--- config.mk ---
export PLATFORM = sky130hd
export DESIGN_NAME = rational_arith_unit_top_flat
export DESIGN_NICKNAME = d
export VERILOG_FILES = /design/src/hdl/rau_pkg.sv /design/src/hdl/rau_chan_if.sv /design/src/hdl/rational_arith_unit_top.sv /design/src/hdl/rau_alu.sv /design/src/hdl/rau_mul.sv /design/src/flat_wrapper.sv
export SDC_FILE = /design/constraint.sdc
export NUM_CORES = 1
export LEC_CHECK = 0
export BUFFER_PORTS_ARGS = -buffer_cell sky130_fd_sc_hd__buf_4
export CORE_ASPECT_RATIO = 0.8
export CORE_MARGIN = 2
export CORE_UTILIZATION = 45
export CTS_CLUSTER_DIAMETER = 40
export DETAILED_ROUTE_END_ITERATION = 7
export HOLD_SLACK_MARGIN = 0.12
export SYNTH_ARGS = -nofsm -noshare
export SYNTH_HDL_FRONTEND = slang
export SYNTH_HIERARCHICAL = 1
export SYNTH_SLANG_ARGS = --single-unit
--- constraint.sdc ---
create_clock -name clk -period 7.1 [get_ports clk]
set_input_delay 0.355 -clock clk [delete_from_list [all_inputs] [get_ports clk]]
set_output_delay 0.355 -clock clk [all_outputs]
set_load 0.05 [all_outputs]
--- src/hdl/rau_pkg.sv ---
// Package for the rational arithmetic unit: widths, command codes and the
// result record of the shared subtract unit. Depends on nothing.

package rau_pkg;

  // Input numerator width; denominators are one bit narrower and unsigned.
  localparam int NW  = 16;
  localparam int DW  = NW - 1;
  // Width of the shared subtract unit (one extra bit for the division trial).
  localparam int AW  = DW + 1;
  // Full product width of the shared multiplier.
  localparam int PW  = 2 * NW;
  // Result field widths.
  localparam int RNW = 34;
  localparam int RDW = 32;
  // Shift count for common factors of two, and division step counter.
  localparam int KW  = $clog2(DW + 1);
  localparam int CW  = $clog2(DW);

  typedef enum logic [2:0] {
    CMD_ADD = 3'd0,
    CMD_SUB = 3'd1,
    CMD_MUL = 3'd2,
    CMD_DIV = 3'd3,
    CMD_EQ  = 3'd4,
    CMD_NE  = 3'd5,
    CMD_GE  = 3'd6,
    CMD_LE  = 3'd7
  } rau_cmd_t;

  // Outputs of the shared subtract unit.
  typedef struct packed {
    logic [AW-1:0] diff;    // a - b, modulo 2**AW
    logic [AW-1:0] mag;     // |a - b|
    logic          borrow;  // a < b
    logic          zero;    // a == b
  } rau_alu_res_t;

endpackage

--- src/hdl/rau_chan_if.sv ---
// Handshake channels of the rational arithmetic unit: the request channel
// and the result channel. Depends on rau_pkg.

interface rau_in_if;
  import rau_pkg::*;

  logic                 valid;
  logic                 ready;
  rau_cmd_t             cmd;
  logic signed [NW-1:0] a_num;
  logic [DW-1:0]        a_den;
  logic signed [NW-1:0] b_num;
  logic [DW-1:0]        b_den;

  modport source (output valid, cmd, a_num, a_den, b_num, b_den, input ready);
  modport sink   (input valid, cmd, a_num, a_den, b_num, b_den, output ready);
endinterface

interface rau_out_if;
  import rau_pkg::*;

  logic                  valid;
  logic                  ready;
  logic signed [RNW-1:0] res_num;
  logic signed [RDW-1:0] res_den;
  logic                  cmp_true;
  logic                  bad_den;

  modport source (output valid, res_num, res_den, cmp_true, bad_den, input ready);
  modport sink   (input valid, res_num, res_den, cmp_true, bad_den, output ready);
endinterface

--- src/hdl/rational_arith_unit_top.sv ---
// Top level of the rational arithmetic unit: sequencer, operand registers and
// result register. Depends on rau_pkg, rau_chan_if, rau_alu and rau_mul.
//
//   Channel   Direction  Carries
//   in_chan   sink       cmd, a_num, a_den, b_num, b_den
//   out_chan  source     res_num, res_den, cmp_true, bad_den
//
// One request at a time; in_chan.ready is high only while the sequencer idles.
// Multiply and divide make two passes through the multiplier.
// Add, subtract and compares run G binary gcd steps (at most 30) and a final
// equality check on the shared subtract unit, two 15-step divisions by the gcd
// on the same unit, and three passes through the multiplier.
// A zero denominator on add, subtract or compare goes straight to the done state.
// A finished result waits in the output register while out_chan.ready is low;
// the next request is taken meanwhile and holds in its last step if needed.
// Reset is synchronous and clears the sequencer and the output valid.

module rational_arith_unit_top (
  input  logic      clk,
  input  logic      rst_n,
  rau_in_if.sink    in_chan,
  rau_out_if.source out_chan
);
  import rau_pkg::*;

  typedef enum logic [3:0] {
    S_IDLE,
    S_GCD,
    S_DIVA,
    S_DIVB,
    S_MUL0,
    S_MUL1,
    S_MUL2,
    S_MUL3,
    S_DONE
  } state_t;

  state_t                state_r;
  rau_cmd_t              cmd_r;
  logic signed [NW-1:0]  an_r, bn_r;
  logic [DW-1:0]         ad_r, bd_r;
  logic [DW-1:0]         gx_r, gy_r, g_r, rem_r, dvd_r, qa_r;
  logic [KW-1:0]         gk_r;
  logic [CW-1:0]         cnt_r;
  logic signed [PW-1:0]  p0_r, p1_r, p2_r;
  logic                  bad_r;

  logic                  out_valid_r;
  logic signed [RNW-1:0] res_num_r;
  logic signed [RDW-1:0] res_den_r;
  logic                  cmp_r, bad_out_r;

  logic                  in_fire, out_fire, prod_cmd, den_zero, res_load;
  logic [AW-1:0]         alu_a, alu_b;
  rau_alu_res_t          alu_res;
  logic signed [NW-1:0]  mul_a, mul_b;
  logic signed [PW-1:0]  prod;

  logic [DW-1:0]         gx_nxt, gy_nxt, g_nxt, rem_nxt, dvd_nxt;
  logic [KW-1:0]         gk_nxt;
  logic                  gcd_done, q_bit, div_last;

  logic signed [RNW-1:0] sa, sb, addend, sum;
  logic                  sub_mode, eq, lt;
  logic signed [RNW-1:0] res_num_nxt;
  logic signed [RDW-1:0] res_den_nxt;
  logic                  cmp_nxt;

  // Handshakes.
  assign in_chan.ready     = (state_r == S_IDLE);
  assign in_fire           = in_chan.valid && in_chan.ready;
  assign out_fire          = out_valid_r && out_chan.ready;
  assign res_load          = (state_r == S_DONE) && (!out_valid_r || out_chan.ready);
  assign out_chan.valid    = out_valid_r;
  assign out_chan.res_num  = res_num_r;
  assign out_chan.res_den  = res_den_r;
  assign out_chan.cmp_true = cmp_r;
  assign out_chan.bad_den  = bad_out_r;

  assign prod_cmd = (in_chan.cmd == CMD_MUL) || (in_chan.cmd == CMD_DIV);
  assign den_zero = (in_chan.a_den == '0) || (in_chan.b_den == '0);

  // Operands of the shared subtract unit: gcd pair or division trial.
  always_comb begin
    if (state_r == S_GCD) begin
      alu_a = {1'b0, gx_r};
      alu_b = {1'b0, gy_r};
    end else begin
      alu_a = {rem_r, dvd_r[DW-1]};
      alu_b = {1'b0, g_r};
    end
  end

  rau_alu u_alu (
    .a   (alu_a),
    .b   (alu_b),
    .res (alu_res)
  );

  // One binary gcd step: strip common twos, strip twos, or halve the difference.
  always_comb begin
    gx_nxt   = gx_r;
    gy_nxt   = gy_r;
    gk_nxt   = gk_r;
    gcd_done = gx_r[0] && gy_r[0] && alu_res.zero;
    priority if (!gx_r[0] && !gy_r[0]) begin
      gx_nxt = gx_r >> 1;
      gy_nxt = gy_r >> 1;
      gk_nxt = gk_r + KW'(1);
    end else if (!gx_r[0]) begin
      gx_nxt = gx_r >> 1;
    end else if (!gy_r[0]) begin
      gy_nxt = gy_r >> 1;
    end else if (!alu_res.borrow) begin
      gx_nxt = alu_res.mag[DW-1:0] >> 1;
    end else begin
      gy_nxt = alu_res.mag[DW-1:0] >> 1;
    end
    g_nxt = gx_r << gk_r;
  end

  // One restoring division step by the gcd.
  always_comb begin
    q_bit    = !alu_res.borrow;
    rem_nxt  = q_bit ? alu_res.diff[DW-1:0] : alu_a[DW-1:0];
    dvd_nxt  = {dvd_r[DW-2:0], q_bit};
    div_last = (cnt_r == CW'(DW - 1));
  end

  // Multiplier operands for each pass; dvd_r holds b_den / gcd after division.
  always_comb begin
    unique case (state_r)
      S_MUL0: begin
        mul_a = an_r;
        if (cmd_r == CMD_MUL) begin
          mul_b = bn_r;
        end else if (cmd_r == CMD_DIV) begin
          mul_b = NW'($signed({1'b0, bd_r}));
        end else begin
          mul_b = NW'($signed({1'b0, dvd_r}));
        end
      end
      S_MUL1: begin
        if (cmd_r == CMD_MUL) begin
          mul_a = NW'($signed({1'b0, ad_r}));
          mul_b = NW'($signed({1'b0, bd_r}));
        end else if (cmd_r == CMD_DIV) begin
          mul_a = NW'($signed({1'b0, ad_r}));
          mul_b = bn_r;
        end else begin
          mul_a = bn_r;
          mul_b = NW'($signed({1'b0, qa_r}));
        end
      end
      default: begin
        mul_a = NW'($signed({1'b0, qa_r}));
        mul_b = NW'($signed({1'b0, bd_r}));
      end
    endcase
  end

  rau_mul u_mul (
    .clk  (clk),
    .op_a (mul_a),
    .op_b (mul_b),
    .prod (prod)
  );

  // Final add, subtract or compare of scaled numerators, or product pass-through.
  always_comb begin
    sa       = RNW'(p0_r);
    sb       = RNW'(p1_r);
    sub_mode = (cmd_r != CMD_ADD);
    addend   = sub_mode ? ~sb : sb;
    sum      = sa + addend + RNW'(sub_mode);
    eq       = (p0_r == p1_r);
    lt       = sum[RNW-1];
    res_num_nxt = '0;
    res_den_nxt = '0;
    cmp_nxt     = 1'b0;
    unique case (cmd_r)
      CMD_ADD, CMD_SUB: begin
        res_num_nxt = sum;
        res_den_nxt = RDW'(p2_r);
      end
      CMD_MUL, CMD_DIV: begin
        res_num_nxt = sa;
        res_den_nxt = RDW'(p1_r);
      end
      CMD_EQ:  cmp_nxt = eq;
      CMD_NE:  cmp_nxt = !eq;
      CMD_GE:  cmp_nxt = !lt;
      CMD_LE:  cmp_nxt = lt || eq;
      default: cmp_nxt = 1'b0;
    endcase
    if (bad_r) begin
      res_num_nxt = '0;
      res_den_nxt = '0;
      cmp_nxt     = 1'b0;
    end
  end

  // Sequencer, working registers and the output register.
  always_ff @(posedge clk) begin
    if (!rst_n) begin
      state_r     <= S_IDLE;
      out_valid_r <= 1'b0;
      bad_r       <= 1'b0;
    end else begin
      if (res_load) begin
        out_valid_r <= 1'b1;
      end else if (out_fire) begin
        out_valid_r <= 1'b0;
      end
      unique case (state_r)
        S_IDLE: begin
          if (in_fire) begin
            cmd_r <= in_chan.cmd;
            an_r  <= in_chan.a_num;
            ad_r  <= in_chan.a_den;
            bn_r  <= in_chan.b_num;
            bd_r  <= in_chan.b_den;
            gx_r  <= in_chan.a_den;
            gy_r  <= in_chan.b_den;
            gk_r  <= '0;
            bad_r <= !prod_cmd && den_zero;
            if (prod_cmd) begin
              state_r <= S_MUL0;
            end else if (den_zero) begin
              state_r <= S_DONE;
            end else begin
              state_r <= S_GCD;
            end
          end
        end
        S_GCD: begin
          if (gcd_done) begin
            g_r     <= g_nxt;
            rem_r   <= '0;
            dvd_r   <= ad_r;
            cnt_r   <= '0;
            state_r <= S_DIVA;
          end else begin
            gx_r <= gx_nxt;
            gy_r <= gy_nxt;
            gk_r <= gk_nxt;
          end
        end
        S_DIVA: begin
          if (div_last) begin
            qa_r    <= dvd_nxt;
            rem_r   <= '0;
            dvd_r   <= bd_r;
            cnt_r   <= '0;
            state_r <= S_DIVB;
          end else begin
            rem_r <= rem_nxt;
            dvd_r <= dvd_nxt;
            cnt_r <= cnt_r + CW'(1);
          end
        end
        S_DIVB: begin
          rem_r <= rem_nxt;
          dvd_r <= dvd_nxt;
          cnt_r <= cnt_r + CW'(1);
          if (div_last) begin
            state_r <= S_MUL0;
          end
        end
        S_MUL0: state_r <= S_MUL1;
        S_MUL1: begin
          p0_r    <= prod;
          state_r <= S_MUL2;
        end
        S_MUL2: begin
          p1_r <= prod;
          if ((cmd_r == CMD_MUL) || (cmd_r == CMD_DIV)) begin
            state_r <= S_DONE;
          end else begin
            state_r <= S_MUL3;
          end
        end
        S_MUL3: begin
          p2_r    <= prod;
          state_r <= S_DONE;
        end
        S_DONE: begin
          if (res_load) begin
            res_num_r <= res_num_nxt;
            res_den_r <= res_den_nxt;
            cmp_r     <= cmp_nxt;
            bad_out_r <= bad_r;
            state_r   <= S_IDLE;
          end
        end
        default: state_r <= S_IDLE;
      endcase
    end
  end

  // An accepted request always leaves the idle state.
  a_busy_after_req: assert property (@(posedge clk) disable iff (!rst_n)
    in_fire |=> state_r != S_IDLE)
    else $error("sequencer stayed idle after a request");

  // A denominator error carries an all-zero result.
  a_bad_zero: assert property (@(posedge clk) disable iff (!rst_n)
    (out_valid_r && bad_out_r) |-> (res_num_r == '0 && res_den_r == '0 && !cmp_r))
    else $error("error result carries nonzero fields");

  // The gcd operands never reach zero.
  a_gcd_nonzero: assert property (@(posedge clk) disable iff (!rst_n)
    state_r == S_GCD |-> (gx_r != '0 && gy_r != '0))
    else $error("gcd operand became zero");

  // The partial remainder stays below the divisor.
  a_rem_below_g: assert property (@(posedge clk) disable iff (!rst_n)
    (state_r == S_DIVA || state_r == S_DIVB) |-> rem_r < g_r)
    else $error("division remainder not below gcd");

endmodule

--- src/hdl/rau_alu.sv ---
// Shared subtract and compare unit, used for the binary gcd steps and the
// restoring division steps. Depends on rau_pkg.

module rau_alu (
  input  logic [rau_pkg::AW-1:0] a,
  input  logic [rau_pkg::AW-1:0] b,
  output rau_pkg::rau_alu_res_t  res
);
  import rau_pkg::*;

  logic [AW:0] d;

  // One wide subtract gives difference, borrow and equality.
  always_comb begin
    d          = {1'b0, a} - {1'b0, b};
    res.diff   = d[AW-1:0];
    res.borrow = d[AW];
    res.zero   = (d[AW-1:0] == '0);
    res.mag    = d[AW] ? (b - a) : d[AW-1:0];
  end

endmodule

--- src/hdl/rau_mul.sv ---
// Shared signed multiplier with a registered product.
// Depends on rau_pkg.

module rau_mul (
  input  logic                         clk,
  input  logic signed [rau_pkg::NW-1:0] op_a,
  input  logic signed [rau_pkg::NW-1:0] op_b,
  output logic signed [rau_pkg::PW-1:0] prod
);
  import rau_pkg::*;

  logic signed [PW-1:0] prod_r;

  // The product is registered before anything else uses it.
  always_ff @(posedge clk) begin
    prod_r <= op_a * op_b;
  end

  assign prod = prod_r;

endmodule
--- src/flat_wrapper.sv ---
// flat-port wrapper written by rule: the top's interface ports become plain ports
module rational_arith_unit_top_flat import rau_pkg::*;
  (clk, rst_n, in_chan_valid, in_chan_cmd, in_chan_a_num, in_chan_a_den, in_chan_b_num, in_chan_b_den, in_chan_ready, out_chan_valid, out_chan_res_num, out_chan_res_den, out_chan_cmp_true, out_chan_bad_den, out_chan_ready);
  rau_in_if in_chan_i ();
  rau_out_if out_chan_i ();
  input  logic clk;
  input  logic rst_n;
  input wire logic [$bits(in_chan_i.valid)-1:0] in_chan_valid;
  input wire logic [$bits(in_chan_i.cmd)-1:0] in_chan_cmd;
  input wire logic [$bits(in_chan_i.a_num)-1:0] in_chan_a_num;
  input wire logic [$bits(in_chan_i.a_den)-1:0] in_chan_a_den;
  input wire logic [$bits(in_chan_i.b_num)-1:0] in_chan_b_num;
  input wire logic [$bits(in_chan_i.b_den)-1:0] in_chan_b_den;
  output wire logic [$bits(in_chan_i.ready)-1:0] in_chan_ready;
  output wire logic [$bits(out_chan_i.valid)-1:0] out_chan_valid;
  output wire logic [$bits(out_chan_i.res_num)-1:0] out_chan_res_num;
  output wire logic [$bits(out_chan_i.res_den)-1:0] out_chan_res_den;
  output wire logic [$bits(out_chan_i.cmp_true)-1:0] out_chan_cmp_true;
  output wire logic [$bits(out_chan_i.bad_den)-1:0] out_chan_bad_den;
  input wire logic [$bits(out_chan_i.ready)-1:0] out_chan_ready;
  assign in_chan_i.valid = in_chan_valid;
  assign in_chan_i.cmd = in_chan_cmd;
  assign in_chan_i.a_num = in_chan_a_num;
  assign in_chan_i.a_den = in_chan_a_den;
  assign in_chan_i.b_num = in_chan_b_num;
  assign in_chan_i.b_den = in_chan_b_den;
  assign in_chan_ready = in_chan_i.ready;
  assign out_chan_valid = out_chan_i.valid;
  assign out_chan_res_num = out_chan_i.res_num;
  assign out_chan_res_den = out_chan_i.res_den;
  assign out_chan_cmp_true = out_chan_i.cmp_true;
  assign out_chan_bad_den = out_chan_i.bad_den;
  assign out_chan_i.ready = out_chan_ready;
  rational_arith_unit_top u_core (.clk(clk), .rst_n(rst_n), .in_chan(in_chan_i), .out_chan(out_chan_i));
endmodule
* Word-level counts from Yosys, hierarchy flattened
Cells that the tools add are included.
Word-level totals: flip-flop bits (word level) 365, logic and storage cells 164, input bits 69
Cells by class: bitwise logic cells 1, reductions and logical operators 45, multiply operators 1, shift operators 1, eq/ne operators 30, mux-type cells 54, $add $sub $neg 6
Operators with widths (count):
- 15-bit 2-to-1 mux | 20
- 16-bit 2-to-1 mux | 6
- 15-bit case mux with 3 select lines | 2
- 34-bit case mux with 2 select lines | 1
- 16-bit case mux with 2 select lines | 2
- 32-bit case mux with 2 select lines | 1
- 15-bit case mux with 2 select lines | 2
- 4-bit 2-to-1 mux | 13
- 4-bit case mux with 9 select lines | 1
- 34-bit by 1-bit adder with 34-bit output | 1
- 34-bit adder | 1
- 34-bit 2-to-1 mux | 1
- 32-bit inverter with 34-bit output | 1
- 32-bit equality test | 1
- 16-bit by 16-bit multiplier with 32-bit output | 1
- 15-bit zero test | 2
- 16-bit by 15-bit subtractor with 17-bit output | 1
- 4-bit by 3-bit equality test with 1-bit output, second input constant | 4
- 16-bit zero test | 1
- 3-bit AND reduction | 5
- 5-bit AND reduction | 3
- 15-bit by 4-bit << shifter with 15-bit output | 1
- 15-bit subtractor | 1
- 3-bit by 2-bit equality test with 1-bit output, second input constant | 4
- 25 further kinds | 62

* Depth between registers and ports, before layout
depth in word-level cells 10, mapped depth 30

* Cells and area by module
Netlist, hierarchy kept.
Modules (own cells, without submodules):
- rational_arith_unit_top | sequential area each 9939.5 sq um, times used 1, cells each 1454, area each 16877.4 sq um
- rau_mul | sequential area each 640.6 sq um, times used 1, cells each 1095, area each 10385.0 sq um
- rau_alu | sequential area each 0.0 sq um, times used 1, cells each 246, area each 1813.0 sq um

* Worst setup path after synthesis
OpenSTA, ideal clock, no wires.
kind reg-to-reg, start point register u_core.state_r[3], end point register u_core.u_mul.prod_r[31] (netlist: u_core/u_mul/prod[31]), slack -149 ps, data required time 6997 ps, buffers on the path 2, cell stages (with the launch flop) 28, data arrival time 7146 ps, cell sequence dfxtp_1 > nand2b_1 > or3_1 > nor2_1 > a31oi_1 > nor2_1 > buf_2 > a221o_1 > clkbuf_1 > nand2_1 > inv_1 > fa_1 > fa_1 > fa_1 > fa_1 > fa_1 > inv_1 > fa_1 > inv_1 > ha_1 > o21a_1 > nor2_1 > nand3b_1 > o22a_1 > o21ai_2 > a41oi_2 > mux2i_1 > a2111oi_2
Between the ends: word-level cells in the longest chain between the ends 3, elaborated cells on any way between the ends 5, classes of those cells 1 x mul; 2 x eq/ne; 2 x mux
Ends and longest elaborated chain:
- from (decl) | RTL line rational_arith_unit_top.sv:38 | state_t state_r;
- from (signal assigned) | RTL line rational_arith_unit_top.sv:206 | state_r <= S_IDLE;
- from (signal assigned) | RTL line rational_arith_unit_top.sv:228 | state_r <= S_MUL0;
- from (signal assigned) | RTL line rational_arith_unit_top.sv:230 | state_r <= S_DONE;
- 4-bit by 3-bit equality test with 1-bit output | RTL line rational_arith_unit_top.sv:132 | unique case (state_r)
- 16-bit case mux with 2 select lines (*) | RTL line rational_arith_unit_top.sv:132
- named net u_core.mul_b[1] | RTL line rational_arith_unit_top.sv:56 | logic signed [NW-1:0] mul_a, mul_b;
- 16-bit by 16-bit multiplier with 32-bit output (*) | RTL line rau_mul.sv:16 | prod_r <= op_a * op_b;
- to (signal assigned) | RTL line rau_mul.sv:16
- to (decl) | RTL line rau_mul.sv:12 | logic signed [PW-1:0] prod_r;
The timed path passes the listed nets; every way through them passes the cells marked *. A chain may end at the register's enable or synchronous reset.

* Worst setup path in the final report
start point register u_core.cmd_r[0], end point register u_core.u_mul.prod_r[23] (netlist: u_core/u_mul/prod[23])
Between the ends: word-level cells in the longest chain between the ends 5, elaborated cells on any way between the ends 11, classes of those cells 1 x mul; 2 x eq/ne; 8 x mux
Ends and longest elaborated chain:
- from (decl) | RTL line rational_arith_unit_top.sv:39 | rau_cmd_t cmd_r;
- from (signal assigned) | RTL line rational_arith_unit_top.sv:218 | cmd_r <= in_chan.cmd;
- 3-bit by 2-bit equality test with 1-bit output | RTL line rational_arith_unit_top.sv:137, rational_arith_unit_top.sv:147
- 16-bit 2-to-1 mux or 15-bit 2-to-1 mux (tied branches) | RTL line rational_arith_unit_top.sv:147, rational_arith_unit_top.sv:137
- 16-bit 2-to-1 mux, on equally long branches | RTL line rational_arith_unit_top.sv:144, rational_arith_unit_top.sv:135
- 16-bit case mux with 2 select lines (*) | RTL line rational_arith_unit_top.sv:132
- named net u_core.mul_b[1] | RTL line rational_arith_unit_top.sv:56
- 16-bit by 16-bit multiplier with 32-bit output (*) | RTL line rau_mul.sv:16
Marks and branches as above.

==> metrics.yaml <==
run_status:
  outcome: "finished, final reports clean"
worst_hold_path:
  hold_class: "primary input to flip-flop"
critical_path:
  critical-path-top-delay-family: "adder cells"
  crit_path_max_incr_delay_ps: 550
  cp_num_buf_inv: 7
  worst_ep_required_time_ps: 7610
  cpMostUsedCell: "fa_1"
  critical-path-slowest-cell: "edfxtp_1"
  critPathArrivalTime_ps: 7450
  timing_worst_setup_path_type: "flip-flop to flip-flop"
  worstSetupEndpointType: "flip-flop"
  cp-start-kind: "flip-flop"
  crit_fanout: 8
layout:
  fillCellCount: 5696
  synthToLayoutAreaGrowth_pct: 18.88
  antenna_cells_inserted: 0
  layout.cell_area.non_filler_um2: 34510
  final_net_count: 3532
  final_common_cell: "inv_1"
  most_frequent_cells_in_the_layout: "inv_1, edfxtp_1, nand2_1, fa_1, buf_4"
  post_route_cells_drive_above_1_share_pct: 15.84
  layoutNonFillerInstCount: 3943
global_route:
  number_of_antenna_violations_at_the_first_check_in_global_routing: 0
  maximum_number_of_pins_on_one_net_before_global_route_repair: 79
  vias_in_the_first_global_route: 21609
  grt_pass1_wl_mm: 127.9
  grt_use_total_pct: 24.97
  grt_overflow_total: 0
floorplanning:
  floorplan.initialDensity_pct: 45.38
  boundaryPins: 139
  core_area_um2: 63970
  chip_width_um: 288.0
  die_area_um2: 66570
  die-height_um: 231.2
  fp-row-count: 83
placement:
  placedCellCount: 3754
  place.detailed.hpwl_mm: 64.10
  port_buffers: 138
  gp_routability_congestion: 0.9545
  post-place-ws_ps: -101.2
  dpl_cell_area_um2: 31530
timing:
  worstMarginPinSlew_ps: 1200
  achievable_frequency_mhz: 144.0
  finalMaxSlewViolations: 0
  relative_slew_slack_pct: 19.71
  timing.final.hold_violations: 0
  finalSetupTns_ps: 0
  fin_crit_ps: 6942
  timing.final.ws_setup_ps: 157.8
  post_route_skew_ps: 27.16
  setup_viol_count_final: 0
  finalCritPeriodShare_pct: 97.78
detailed_routing:
  postRouteAntennaNets: 0
  viasPerCell: 5.471
  detail_route.drc_violations: 0
  drt_first_iter_violations: 2033
  avgRoutedWirePerCell_um: 21.13
  route.vias.total: 21574
  drt_pre_antenna_iters: 6
  wl_mm: 83.31
clock_tree:
  clock_sinks: 365
  cts_tree: "built"
  cts_made_buffers: 52
  cts_htree_levels: 2
  clock_latency_ps: 600
  worst_setup_hold_path_clk_slew_ps: 60
  cts-root-to-sink-buffers: 3
  clock_tree.root_cell: "clkbuf_16"
synthesis:
  synthesis.nets: 3269
  syn_area_um2: 29030
  synthesis.instances: 2787
  yosys_warnings: 6
  postSynthAreaPerCell_um2: 10.42
job:
  max_cap_violations: 0
## path summary, 6_finish.rpt
kind	startpoint	end	slack [ps]	cells after the start
worst max-delay path	u_core/cmd_r[0]	u_core/u_mul/prod[23]	160	26
worst min-delay path	out_chan_ready	u_core/out_chan.valid	160	3
worst max register to register	u_core/cmd_r[0]	u_core/u_mul/prod[23]	160	26
worst min register to register	u_core/u_mul/prod[10]	u_core/p1_r[10]	450	0
## timing repair
| item | CTS | global route |
|---|---|---|
| endpoints found under the hold margin | 97 | 0 |
| buffers inserted | 1 | 22 |
| pin swaps | 1 | 41 |
| setup endpoints to repair | 7 | 13 |
| gates resized for setup | 12 | 80 |
| hold buffers | 67 | 0 |
| gates cloned | 0 | 2 |
## state kept, by name (all words and copies together) (netlist names), 15 cells and up
signal	cells
u_core/gx_r	15
u_core/qa_r	15
u_core/rem_r	15
u_core/dvd_r	15
u_core/bd_r	15
u_core/bn_r	16
u_core/ad_r	15
u_core/an_r	16
u_core/p2_r	32
u_core/out_chan.res_num	34
u_core/p0_r	32
u_core/gy_r	15
u_core/out_chan.res_den	32
u_core/g_r	15
u_core/p1_r	32
u_core/u_mul/prod	32
## metrics by stage
| step | hold slack (ps) | utilization (%) |
|---|---|---|
| global placement | 430.4 | 49.29 |
| floorplan | 421.0 | - |
| global route | 160.0 | 53.95 |
| finish | 159.4 | 53.95 |
| CTS | 131.5 | 53.17 |
| detailed placement | 436.5 | 49.29 |
## per-layer routing
layer / GRT usage, % / share of wire, % / wire (um)
met4: 4.453 / 1.3 / 1075
met1: 38.99 / 49 / 40490
met2: 36.23 / 42 / 35330
met5: 0 / 0 / 0
met3: 4.636 / 7.7 / 6409
## worst min-delay path, cell delays in order
cell and delay, ps:
buf_4 80, nor2b_1 90, o21a_1 180
## final cells by class
class	count	area [um2]	share of cell area [%]
sequential	365	10580	30.67
multi-input combinational	1956	17020	49.31
clock buffer	62	1391	4.032
tap	850	1064	3.082
timing repair buffer	335	2791	8.089
clock inverter	35	387.9	1.124
inverter	340	1276	3.698
Power is not shown: default switching activity piles up to over one toggle a cycle in this logic, so the estimate is an artifact.
